File: config.mk
export PLATFORM = sky130hd
export DESIGN_NAME = taylor_sin_cos_unit_core_flat
export DESIGN_NICKNAME = d
export VERILOG_FILES = /design/src/tsc_pkg.sv /design/src/tsc_if.sv /design/src/tsc_dp.sv /design/src/tsc_ctrl.sv /design/src/taylor_sin_cos_unit_core.sv /design/src/flat_wrapper.sv
export SDC_FILE = /design/constraint.sdc
export NUM_CORES = 2
export LEC_CHECK = 0
export BUFFER_PORTS_ARGS = -buffer_cell sky130_fd_sc_hd__buf_4
export CORE_MARGIN = 8
export CORE_UTILIZATION = 65
export CTS_BUF_LIST = sky130_fd_sc_hd__clkbuf_16
export CTS_CLUSTER_DIAMETER = 200
export DETAILED_ROUTE_END_ITERATION = 8
export PLACE_DENSITY_LB_ADDON = 0.08
export SETUP_SLACK_MARGIN = 0.5
export SYNTH_ARGS = -nofsm -noshare
export SYNTH_HDL_FRONTEND = slang
export SYNTH_SLANG_ARGS = --single-unit
File: constraint.sdc
create_clock -name clk -period 39.3 [get_ports clk]
set_input_delay 5.895 -clock clk [delete_from_list [all_inputs] [get_ports clk]]
set_output_delay 5.895 -clock clk [all_outputs]
set_load 0.01 [all_outputs]
File: src/tsc_pkg.sv
package tsc_pkg;

	// Number format and series length.
	localparam int FRAC_BITS = 30;
	localparam int TERMS     = 12;

	// Field and datapath widths. The term magnitude never exceeds 2^31 and x^2 never
	// exceeds 2^32 in Q2.30, so the series runs on 32/33-bit magnitudes.
	localparam int ANGLE_W     = 32;
	localparam int MAG_W       = 32;
	localparam int X2_W        = 33;
	localparam int OP_W        = 34;
	localparam int PROD_W      = 2 * OP_W;
	localparam int SUM_W       = 36;
	localparam int K_W         = $clog2(TERMS + 1);
	localparam int D_W         = 10;
	localparam int RECIP_SHIFT = OP_W;

	localparam logic [PROD_W-1:0] ROUND_HALF = PROD_W'(1) << (FRAC_BITS - 1);
	localparam logic [MAG_W-1:0]  ONE_MAG    = MAG_W'(1) << FRAC_BITS;
	localparam longint unsigned   RECIP_ONE  = 64'd1 << RECIP_SHIFT;

	localparam logic signed [SUM_W-1:0] WORD_MAX = SUM_W'(32'sh7fff_ffff);
	localparam logic signed [SUM_W-1:0] WORD_MIN = -(SUM_W'(64'sh8000_0000));

	typedef enum logic [3:0] {
		ST_IDLE,
		ST_SQ,
		ST_X2,
		ST_CHK,
		ST_P,
		ST_RCP,
		ST_QEST,
		ST_CORR,
		ST_OUT
	} tsc_state_t;

	typedef enum logic [1:0] {
		MUL_SQ,
		MUL_TX,
		MUL_NR,
		MUL_QD
	} tsc_mul_sel_t;

	typedef struct packed {
		logic         load_angle;
		logic         mul_en;
		tsc_mul_sel_t mul_sel;
		logic         load_x2;
		logic         start_sin;
		logic         start_cos;
		logic         add_term;
		logic         load_n;
		logic         load_q;
		logic         load_t;
		logic         store_sin;
		logic         out_load;
	} tsc_cmd_t;

	typedef struct packed {
		logic done;
		logic is_cos;
	} tsc_status_t;

	// Divisor i*(i-1) for term step k: i runs 3,5,7,... for sine and 2,4,6,... for cosine.
	function automatic logic [D_W-1:0] d_of(logic is_cos, logic [K_W-1:0] k);
		logic [D_W-1:0] i;
		i = is_cos ? (D_W'({k, 1'b0}) + D_W'(2)) : (D_W'({k, 1'b0}) + D_W'(3));
		return D_W'(i * (i - D_W'(1)));
	endfunction

	// floor(2^34 / d) for every divisor the series uses.
	function automatic logic [OP_W-1:0] recip_of(logic [D_W-1:0] d);
		case (d)
			D_W'(2):   return OP_W'(RECIP_ONE / 2);
			D_W'(6):   return OP_W'(RECIP_ONE / 6);
			D_W'(12):  return OP_W'(RECIP_ONE / 12);
			D_W'(20):  return OP_W'(RECIP_ONE / 20);
			D_W'(30):  return OP_W'(RECIP_ONE / 30);
			D_W'(42):  return OP_W'(RECIP_ONE / 42);
			D_W'(56):  return OP_W'(RECIP_ONE / 56);
			D_W'(72):  return OP_W'(RECIP_ONE / 72);
			D_W'(90):  return OP_W'(RECIP_ONE / 90);
			D_W'(110): return OP_W'(RECIP_ONE / 110);
			D_W'(132): return OP_W'(RECIP_ONE / 132);
			D_W'(156): return OP_W'(RECIP_ONE / 156);
			D_W'(182): return OP_W'(RECIP_ONE / 182);
			D_W'(210): return OP_W'(RECIP_ONE / 210);
			D_W'(240): return OP_W'(RECIP_ONE / 240);
			D_W'(272): return OP_W'(RECIP_ONE / 272);
			D_W'(306): return OP_W'(RECIP_ONE / 306);
			D_W'(342): return OP_W'(RECIP_ONE / 342);
			D_W'(380): return OP_W'(RECIP_ONE / 380);
			D_W'(420): return OP_W'(RECIP_ONE / 420);
			D_W'(462): return OP_W'(RECIP_ONE / 462);
			D_W'(506): return OP_W'(RECIP_ONE / 506);
			D_W'(552): return OP_W'(RECIP_ONE / 552);
			D_W'(600): return OP_W'(RECIP_ONE / 600);
			default:   return '0;
		endcase
	endfunction

	// Clamp a running sum to the signed 32-bit result range.
	function automatic logic signed [ANGLE_W-1:0] sat_word(logic signed [SUM_W-1:0] v);
		if (v > WORD_MAX) begin
			return ANGLE_W'(WORD_MAX);
		end else if (v < WORD_MIN) begin
			return ANGLE_W'(WORD_MIN);
		end
		return ANGLE_W'(v);
	endfunction

endpackage

File: src/tsc_if.sv
interface tsc_angle_if;
	logic                                 valid;
	logic                                 ready;
	logic signed [tsc_pkg::ANGLE_W-1:0]   angle;

	modport source (output valid, output angle, input ready);
	modport sink   (input valid, input angle, output ready);
endinterface

interface tsc_trig_if;
	logic                                 valid;
	logic                                 ready;
	logic signed [tsc_pkg::ANGLE_W-1:0]   sine;
	logic signed [tsc_pkg::ANGLE_W-1:0]   cosine;

	modport source (output valid, output sine, output cosine, input ready);
	modport sink   (input valid, input sine, input cosine, output ready);
endinterface

File: src/tsc_dp.sv
module tsc_dp (
	input  logic                                clk,
	input  logic                                arst_n,
	input  tsc_pkg::tsc_cmd_t                   cmd,
	input  logic signed [tsc_pkg::ANGLE_W-1:0]  angle,
	output tsc_pkg::tsc_status_t                status,
	output logic signed [tsc_pkg::ANGLE_W-1:0]  sine,
	output logic signed [tsc_pkg::ANGLE_W-1:0]  cosine
);

	logic                                neg_q;
	logic [tsc_pkg::MAG_W-1:0]           mag_q;
	logic [tsc_pkg::X2_W-1:0]            x2_q;
	logic [tsc_pkg::MAG_W-1:0]           t_q;
	logic [tsc_pkg::OP_W-1:0]            n_q;
	logic [tsc_pkg::OP_W-1:0]            q_q;
	logic [tsc_pkg::PROD_W-1:0]          prod_q;
	logic signed [tsc_pkg::SUM_W-1:0]    sum_q;
	logic                                tneg_q;
	logic                                is_cos_q;
	logic [tsc_pkg::K_W-1:0]             k_q;
	logic signed [tsc_pkg::ANGLE_W-1:0]  sin_hold_q;
	logic signed [tsc_pkg::ANGLE_W-1:0]  sine_q;
	logic signed [tsc_pkg::ANGLE_W-1:0]  cosine_q;

	logic [tsc_pkg::OP_W-1:0]            mul_a;
	logic [tsc_pkg::OP_W-1:0]            mul_b;
	logic [tsc_pkg::D_W-1:0]             d;
	logic [tsc_pkg::PROD_W-1:0]          rounded;
	logic [tsc_pkg::OP_W-1:0]            n_next;
	logic [tsc_pkg::OP_W-1:0]            rem;
	logic [tsc_pkg::MAG_W-1:0]           t_next;
	logic signed [tsc_pkg::SUM_W-1:0]    t_ext;
	logic signed [tsc_pkg::SUM_W-1:0]    sin_signed;
	logic [tsc_pkg::MAG_W-1:0]           mag_in;

	assign d       = tsc_pkg::d_of(is_cos_q, k_q);
	assign rounded = prod_q + tsc_pkg::ROUND_HALF;
	assign n_next  = rounded[tsc_pkg::FRAC_BITS +: tsc_pkg::OP_W]
		+ tsc_pkg::OP_W'(d >> 1);
	// The estimate from the reciprocal is low by at most one, so one compare fixes it.
	assign rem     = n_q - prod_q[tsc_pkg::OP_W-1:0];
	assign t_next  = (rem >= tsc_pkg::OP_W'(d)) ? tsc_pkg::MAG_W'(q_q + tsc_pkg::OP_W'(1))
		: tsc_pkg::MAG_W'(q_q);
	assign t_ext   = $signed({{(tsc_pkg::SUM_W - tsc_pkg::MAG_W){1'b0}}, t_q});
	assign sin_signed = neg_q ? -sum_q : sum_q;
	assign mag_in  = angle[tsc_pkg::ANGLE_W-1] ? (~angle + tsc_pkg::MAG_W'(1)) : angle;

	always_comb begin
		case (cmd.mul_sel)
			tsc_pkg::MUL_SQ: begin
				mul_a = tsc_pkg::OP_W'(mag_q);
				mul_b = tsc_pkg::OP_W'(mag_q);
			end
			tsc_pkg::MUL_TX: begin
				mul_a = tsc_pkg::OP_W'(t_q);
				mul_b = tsc_pkg::OP_W'(x2_q);
			end
			tsc_pkg::MUL_NR: begin
				mul_a = n_q;
				mul_b = tsc_pkg::recip_of(d);
			end
			tsc_pkg::MUL_QD: begin
				mul_a = prod_q[tsc_pkg::PROD_W-1:tsc_pkg::RECIP_SHIFT];
				mul_b = tsc_pkg::OP_W'(d);
			end
			default: begin
				mul_a = '0;
				mul_b = '0;
			end
		endcase
	end

	always_ff @(posedge clk or negedge arst_n) begin
		if (!arst_n) begin
			k_q      <= '0;
			is_cos_q <= 1'b0;
			tneg_q   <= 1'b0;
		end else begin
			if (cmd.start_sin || cmd.start_cos) begin
				k_q      <= '0;
				is_cos_q <= cmd.start_cos;
				tneg_q   <= 1'b0;
			end else if (cmd.load_t) begin
				k_q    <= k_q + tsc_pkg::K_W'(1);
				tneg_q <= ~tneg_q;
			end
		end
	end

	always_ff @(posedge clk) begin
		if (cmd.load_angle) begin
			neg_q <= angle[tsc_pkg::ANGLE_W-1];
			mag_q <= mag_in;
		end
		if (cmd.mul_en) begin
			prod_q <= tsc_pkg::PROD_W'(mul_a) * tsc_pkg::PROD_W'(mul_b);
		end
		if (cmd.load_x2) begin
			x2_q <= rounded[tsc_pkg::FRAC_BITS +: tsc_pkg::X2_W];
		end
		if (cmd.load_n) begin
			n_q <= n_next;
		end
		if (cmd.load_q) begin
			q_q <= prod_q[tsc_pkg::PROD_W-1:tsc_pkg::RECIP_SHIFT];
		end
		if (cmd.start_sin) begin
			t_q   <= mag_q;
			sum_q <= '0;
		end else if (cmd.start_cos) begin
			t_q   <= tsc_pkg::ONE_MAG;
			sum_q <= '0;
		end else begin
			if (cmd.load_t) begin
				t_q <= t_next;
			end
			if (cmd.add_term) begin
				sum_q <= tneg_q ? (sum_q - t_ext) : (sum_q + t_ext);
			end
		end
		if (cmd.store_sin) begin
			sin_hold_q <= tsc_pkg::sat_word(sin_signed);
		end
		if (cmd.out_load) begin
			sine_q   <= sin_hold_q;
			cosine_q <= tsc_pkg::sat_word(sum_q);
		end
	end

	assign status.done   = (t_q == '0) || (k_q == tsc_pkg::K_W'(tsc_pkg::TERMS));
	assign status.is_cos = is_cos_q;
	assign sine          = sine_q;
	assign cosine        = cosine_q;

`ifndef SYNTHESIS
	// The term counter never runs past the series length.
	a_k_bound: assert property (@(posedge clk) disable iff (!arst_n)
		k_q <= tsc_pkg::K_W'(tsc_pkg::TERMS))
		else $error("term counter ran past the series length");

	// After the reciprocal estimate the remainder must lie below twice the divisor.
	a_rem_bound: assert property (@(posedge clk) disable iff (!arst_n)
		cmd.load_t |-> (rem < (tsc_pkg::OP_W'(d) << 1)))
		else $error("quotient estimate is off by more than one");
`endif

endmodule

File: src/tsc_ctrl.sv
module tsc_ctrl (
	input  logic                  clk,
	input  logic                  arst_n,
	input  tsc_pkg::tsc_status_t  status,
	input  logic                  arg_valid,
	input  logic                  res_ready,
	output logic                  arg_ready,
	output logic                  res_valid,
	output tsc_pkg::tsc_cmd_t     cmd
);

	tsc_pkg::tsc_state_t state_q;
	tsc_pkg::tsc_state_t state_d;
	logic                out_valid_q;

	always_ff @(posedge clk or negedge arst_n) begin
		if (!arst_n) begin
			state_q     <= tsc_pkg::ST_IDLE;
			out_valid_q <= 1'b0;
		end else begin
			state_q <= state_d;
			if (cmd.out_load) begin
				out_valid_q <= 1'b1;
			end else if (res_ready) begin
				out_valid_q <= 1'b0;
			end
		end
	end

	always_comb begin
		state_d   = state_q;
		cmd       = '0;
		arg_ready = 1'b0;
		case (state_q)
			tsc_pkg::ST_IDLE: begin
				arg_ready = 1'b1;
				if (arg_valid) begin
					cmd.load_angle = 1'b1;
					state_d        = tsc_pkg::ST_SQ;
				end
			end
			tsc_pkg::ST_SQ: begin
				cmd.mul_en  = 1'b1;
				cmd.mul_sel = tsc_pkg::MUL_SQ;
				state_d     = tsc_pkg::ST_X2;
			end
			tsc_pkg::ST_X2: begin
				cmd.load_x2   = 1'b1;
				cmd.start_sin = 1'b1;
				state_d       = tsc_pkg::ST_CHK;
			end
			tsc_pkg::ST_CHK: begin
				if (status.done) begin
					if (status.is_cos) begin
						state_d = tsc_pkg::ST_OUT;
					end else begin
						cmd.store_sin = 1'b1;
						cmd.start_cos = 1'b1;
					end
				end else begin
					cmd.add_term = 1'b1;
					cmd.mul_en   = 1'b1;
					cmd.mul_sel  = tsc_pkg::MUL_TX;
					state_d      = tsc_pkg::ST_P;
				end
			end
			tsc_pkg::ST_P: begin
				cmd.load_n = 1'b1;
				state_d    = tsc_pkg::ST_RCP;
			end
			tsc_pkg::ST_RCP: begin
				cmd.mul_en  = 1'b1;
				cmd.mul_sel = tsc_pkg::MUL_NR;
				state_d     = tsc_pkg::ST_QEST;
			end
			tsc_pkg::ST_QEST: begin
				cmd.load_q  = 1'b1;
				cmd.mul_en  = 1'b1;
				cmd.mul_sel = tsc_pkg::MUL_QD;
				state_d     = tsc_pkg::ST_CORR;
			end
			tsc_pkg::ST_CORR: begin
				cmd.load_t = 1'b1;
				state_d    = tsc_pkg::ST_CHK;
			end
			tsc_pkg::ST_OUT: begin
				if (!out_valid_q || res_ready) begin
					cmd.out_load = 1'b1;
					state_d      = tsc_pkg::ST_IDLE;
				end
			end
			default: begin
				state_d = tsc_pkg::ST_IDLE;
			end
		endcase
	end

	assign res_valid = out_valid_q;

`ifndef SYNTHESIS
	// An accepted angle always starts with the squaring step.
	a_start: assert property (@(posedge clk) disable iff (!arst_n)
		(arg_valid && arg_ready) |=> (state_q == tsc_pkg::ST_SQ))
		else $error("accepted word did not start the squaring step");

	// The output register is only overwritten once the previous word is gone.
	a_no_overwrite: assert property (@(posedge clk) disable iff (!arst_n)
		cmd.out_load |-> (!out_valid_q || res_ready))
		else $error("result overwritten before it was taken");
`endif

endmodule

File: src/taylor_sin_cos_unit_core.sv
// From accepting an angle to a valid result, the controller squares it, sums the Ns sine
// and Nc cosine terms (each at most 12) and loads the output register; each term passes
// the check, product, reciprocal, estimate and correction states on the one multiplier.
// A new angle is taken once the last result sits in the output register, even unread.
// Reset (arst_n, asynchronous, active low) empties the output register and returns the
// controller to idle; in the datapath only the term counter, series and sign flags reset.
module taylor_sin_cos_unit_core (
	input  logic       clk,
	input  logic       arst_n,
	tsc_angle_if.sink  arg,
	tsc_trig_if.source res
);

	// The controller sequences the series one term at a time. Each term goes
	// through multiply by x^2 with rounding, a multiply by the reciprocal of
	// i*(i-1) from a constant table, and a multiply-back that corrects the
	// quotient estimate by at most one. The sine series runs first, then the
	// cosine series, on the same datapath.
	tsc_pkg::tsc_cmd_t    cmd;
	tsc_pkg::tsc_status_t status;

	tsc_ctrl u_ctrl (
		.clk       (clk),
		.arst_n    (arst_n),
		.status    (status),
		.arg_valid (arg.valid),
		.res_ready (res.ready),
		.arg_ready (arg.ready),
		.res_valid (res.valid),
		.cmd       (cmd)
	);

	// The datapath owns every arithmetic register and the output payload.
	tsc_dp u_dp (
		.clk    (clk),
		.arst_n (arst_n),
		.cmd    (cmd),
		.angle  (arg.angle),
		.status (status),
		.sine   (res.sine),
		.cosine (res.cosine)
	);

endmodule
File: src/flat_wrapper.sv
// flat-port wrapper written by rule: the top's interface ports become plain ports
module taylor_sin_cos_unit_core_flat 
  (clk, arst_n, arg_valid, arg_angle, arg_ready, res_valid, res_sine, res_cosine, res_ready);
  tsc_angle_if arg_i ();
  tsc_trig_if res_i ();
  input  logic clk;
  input  logic arst_n;
  input wire logic [$bits(arg_i.valid)-1:0] arg_valid;
  input wire logic [$bits(arg_i.angle)-1:0] arg_angle;
  output wire logic [$bits(arg_i.ready)-1:0] arg_ready;
  output wire logic [$bits(res_i.valid)-1:0] res_valid;
  output wire logic [$bits(res_i.sine)-1:0] res_sine;
  output wire logic [$bits(res_i.cosine)-1:0] res_cosine;
  input wire logic [$bits(res_i.ready)-1:0] res_ready;
  assign arg_i.valid = arg_valid;
  assign arg_i.angle = arg_angle;
  assign arg_ready = arg_i.ready;
  assign res_valid = res_i.valid;
  assign res_sine = res_i.sine;
  assign res_cosine = res_i.cosine;
  assign res_i.ready = res_ready;
  taylor_sin_cos_unit_core u_core (.clk(clk), .arst_n(arst_n), .arg(arg_i), .res(res_i));
endmodule
==> flow_metrics.env <==
export IMPL_postSynthAreaPerCell_um2=8.96
export IMPL_gp_congestion=1.03
export IMPL_yosys_warnings=0
export IMPL_crit_arrival_ns=18.56
export IMPL_violations="capacitance limit, slew limit"
export IMPL_area_growth_pct=6.13
export IMPL_hold_class="reg2reg"
export IMPL_synth_edf_count=328
export IMPL_wl_per_cell_um=26.8
export IMPL_io_pins=102
export IMPL_ant_nets=0
export IMPL_grt_ovfl_total=0
export IMPL_cts_inserted_buffers=40
export IMPL_finalInstanceArea_um2=65000
export IMPL_clock_path_buffers=3
export IMPL_tightest_slew_ns=1.51
export IMPL_cts_resized=0
export IMPL_crit_required_ns=39.64
export IMPL_path_clk_slew_ns=0.06
export IMPL_finalClockSkew_ns=0.0261
export IMPL_synth_cell_types=93
export IMPL_clock_sinks=375
export IMPL_max_freq_ghz=0.0549
export IMPL_status="finished with violations"
export IMPL_remaining_drc_errors=0
export IMPL_end_kind="flip-flop"
export IMPL_startpoint_type="flip-flop"
export IMPL_fin_crit_sh_pct=46.4
export IMPL_chipWidth_um=323
export IMPL_synth_area_leaders="fa_1 (34%), edfxtp_1 (16%), ha_1 (8.4%), inv_1 (7.8%), nor2_1 (4.9%)"
export IMPL_hpwlAfterDp_mm=168
export IMPL_synth_seq_cells=375
export IMPL_core_area_um2=93300
export IMPL_r2r_setup_slack_ns=21.07
export IMPL_initial_utilization_pct=65.6
export IMPL_synthCells=6832
export IMPL_relSlewSlack_pct=-0.857
export IMPL_grt_start_max_net_pins=79
export IMPL_max_cap_violations=1
export IMPL_yosysTopAreaCellShare_pct=34.0
export IMPL_setup_tns_ns=0
export IMPL_crit_top_cell="fa_1"
export IMPL_crit_path_max_incr_delay_ns=1.02
export IMPL_synth_seq_area_share_pct=17.7
export IMPL_postLayoutSetupSlackWorst_ns=21.07
export IMPL_fin_util_pct=69.6
export IMPL_finalSetupViolations=0
export IMPL_rows=112
export IMPL_min_period_ns=18.23
export IMPL_clk_insertion_delay_late_ns=0.60
export IMPL_fin_nets=8280
export IMPL_layout_drive_gt1_share_pct=5.98
export IMPL_drv_slew=11
export IMPL_grt_antenna_before_repair=8
export IMPL_grt_pass1_vias=51192
export IMPL_grt_usage_pct=41.7
export IMPL_root_buffer="clkbuf_16"
export IMPL_htreeDepth=2
export IMPL_dp_slack_ns=21.59
export IMPL_netlist_area_um2=61200
export IMPL_critPathKind="reg2reg"
export IMPL_cts_setup_buffers=0
export IMPL_critPathSlowestCell="o21a_1"
export IMPL_grt_pass1_wl_mm=321
export IMPL_vias=51434
export IMPL_die_area_um2=104000
export IMPL_hold_viol=0
export IMPL_synth_main_ff_cell="edfxtp_1"
export IMPL_nFillCells=7556
export IMPL_drt_first_pass_iters=8
export IMPL_die_height_um=323
export IMPL_hold_buffers=0
export IMPL_finalWirelength_mm=217
export IMPL_drtIter0Drc=6153
export IMPL_rsz0062_at_grt="no"
export IMPL_place_area_um2=63600
export IMPL_yosys_area_top_type="fa_1"
export IMPL_async_flop_share_pct=2.93
export IMPL_drt_vias_per_instance=6.36
export IMPL_port_buffers=101
export IMPL_cts_tree="built"
export IMPL_critPathMaxFanout=19
==> path summary, 6_finish.rpt <==
check / end / from / depth (start not counted)
max: u_core.u_dp.prod_q[65] / u_core.u_dp.k_q[0] / 53
min: u_core.u_dp.sine[8] / u_core.u_dp.sin_hold_q[8] / 0
max reg2reg: u_core.u_dp.prod_q[65] / u_core.u_dp.k_q[0] / 53
min reg2reg: u_core.u_dp.sine[8] / u_core.u_dp.sin_hold_q[8] / 0
max in group asynchronous: u_core.u_ctrl.state_q[2] / arst_n / 1
min in group asynchronous: u_core.u_dp.k_q[1] / arst_n / 1
==> worst max-delay path: cells and delay by family, from the launching register on <==
family	cells	cell delay, ns
xor gates and xnor gates	8	1.90
DFF	1	0.54
and+or+nand+nor	10	2.36
AOI/OAI and AO/OA	9	5.04
adders and majority gates	16	7.25
buffers and inverters	10	0.84
==> registers in the layout (all words and copies together), names as in the netlist <==
| name | count |
|---|---|
| u_core.u_dp.q_q | 32 |
| u_core.u_dp.sine | 32 |
| u_core.u_dp.k_q | 4 |
| u_core.u_ctrl.res_valid | 1 |
| u_core.u_dp.sum_q | 36 |
| u_core.u_dp.cosine | 32 |
| u_core.u_ctrl.state_q | 4 |
| u_core.u_dp.x2_q | 33 |
| u_core.u_dp.n_q | 34 |
| u_core.u_dp.is_cos_q | 1 |
| u_core.u_dp.tneg_q | 1 |
| u_core.u_dp.prod_q | 68 |
| u_core.u_dp.mag_q | 32 |
| u_core.u_dp.neg_q | 1 |
| u_core.u_dp.sin_hold_q | 32 |
| u_core.u_dp.t_q | 32 |
==> through the flow <==
stage / hold WS (ns) / std cells
2_1_floorplan: 0.400 / 6835
3_3_place_gp: 0.402 / 8007
3_5_place_dp: 0.405 / 8007
4_1_cts: 0.418 / 8081
5_1_grt: 0.421 / 8081
6_report: 0.416 / 8087
==> cell usage after synthesis, types with 10 or more instances <==
| master | n |
|---|---|
| inv_1 | 1271 |
| fa_1 | 1040 |
| nor2_1 | 805 |
| nand2_1 | 773 |
| ha_1 | 409 |
| edfxtp_1 | 328 |
| clkbuf_1 | 266 |
| a21oi_1 | 238 |
| o21ai_0 | 219 |
| xnor2_1 | 207 |
| a21o_1 | 145 |
| xor2_1 | 109 |
| nand3_1 | 76 |
| nor3_1 | 70 |
| nand2b_1 | 57 |
| o22ai_1 | 50 |
| a211oi_1 | 45 |
| or3_1 | 44 |
| buf_2 | 43 |
| and2_1 | 41 |
| o21a_1 | 40 |
| nand4_1 | 37 |
| dfxtp_1 | 36 |
| nor4_1 | 34 |
| o31ai_1 | 34 |
| and3_1 | 33 |
| nor2b_1 | 33 |
| a31oi_1 | 25 |
| o21bai_1 | 23 |
| or2_2 | 18 |
| or4_1 | 18 |
| o211ai_1 | 15 |
| o21ai_1 | 15 |
| and4_1 | 14 |
| mux2i_1 | 13 |
| buf_1 | 12 |
| dfrtp_1 | 11 |
| nor3b_1 | 11 |
| a211o_1 | 10 |
==> per-layer routing <==
metal	wire length, µm	track usage, %
met5	13	0
met4	17200	25.0
met3	32400	15.2
met2	90800	60.8
met1	76500	53.3
==> layout by cell type (no fill, tap or decap), types with 44 or more instances in the layout <==
| cell type | n |
|---|---|
| inv_1 | 1275 |
| fa_1 | 1040 |
| nor2_1 | 804 |
| nand2_1 | 772 |
| ha_1 | 409 |
| edfxtp_1 | 328 |
| buf_4 | 242 |
| a21oi_1 | 215 |
| o21ai_0 | 214 |
| xnor2_1 | 207 |
| a21o_1 | 145 |
| xor2_1 | 109 |
| nand3_1 | 76 |
| nor3_1 | 67 |
| nand2b_1 | 56 |
| o22ai_1 | 50 |
| or3_1 | 44 |
| a211oi_1 | 44 |
==> final cells by class <==
| class | count | area [µm²] | share of cell area (%) |
|---|---|---|---|
| Sequential cell | 375 | 10800 | 16.7 |
| Inverter | 1276 | 4790 | 7.37 |
| Timing Repair Buffer | 242 | 1820 | 2.80 |
| Clock buffer | 41 | 1030 | 1.58 |
| Antenna cell | 6 | 15.0 | 0.0231 |
| Multi-Input combinational cell | 4860 | 44600 | 68.7 |
| Tap cell | 1254 | 1570 | 2.41 |
| Clock inverter | 33 | 302 | 0.464 |
==> logic make-up after synthesis <==
| kind of cell | count (synthesis) | synth area share, % |
|---|---|---|
| xor gates and xnor gates | 319 | 4.62 |
| AOI/OAI and AO/OA | 964 | 10.0 |
| DFF | 375 | 17.7 |
| buffers and inverters | 1600 | 9.92 |
| muxes | 15 | 0.249 |
| other | 2 | 0.0123 |
| and+or+nand+nor | 2103 | 15.0 |
| adders and majority gates | 1454 | 42.4 |
Power is left out: the tool's default activity adds up to more than one toggle a clock period on the data nets, which glitch-free logic cannot reach.
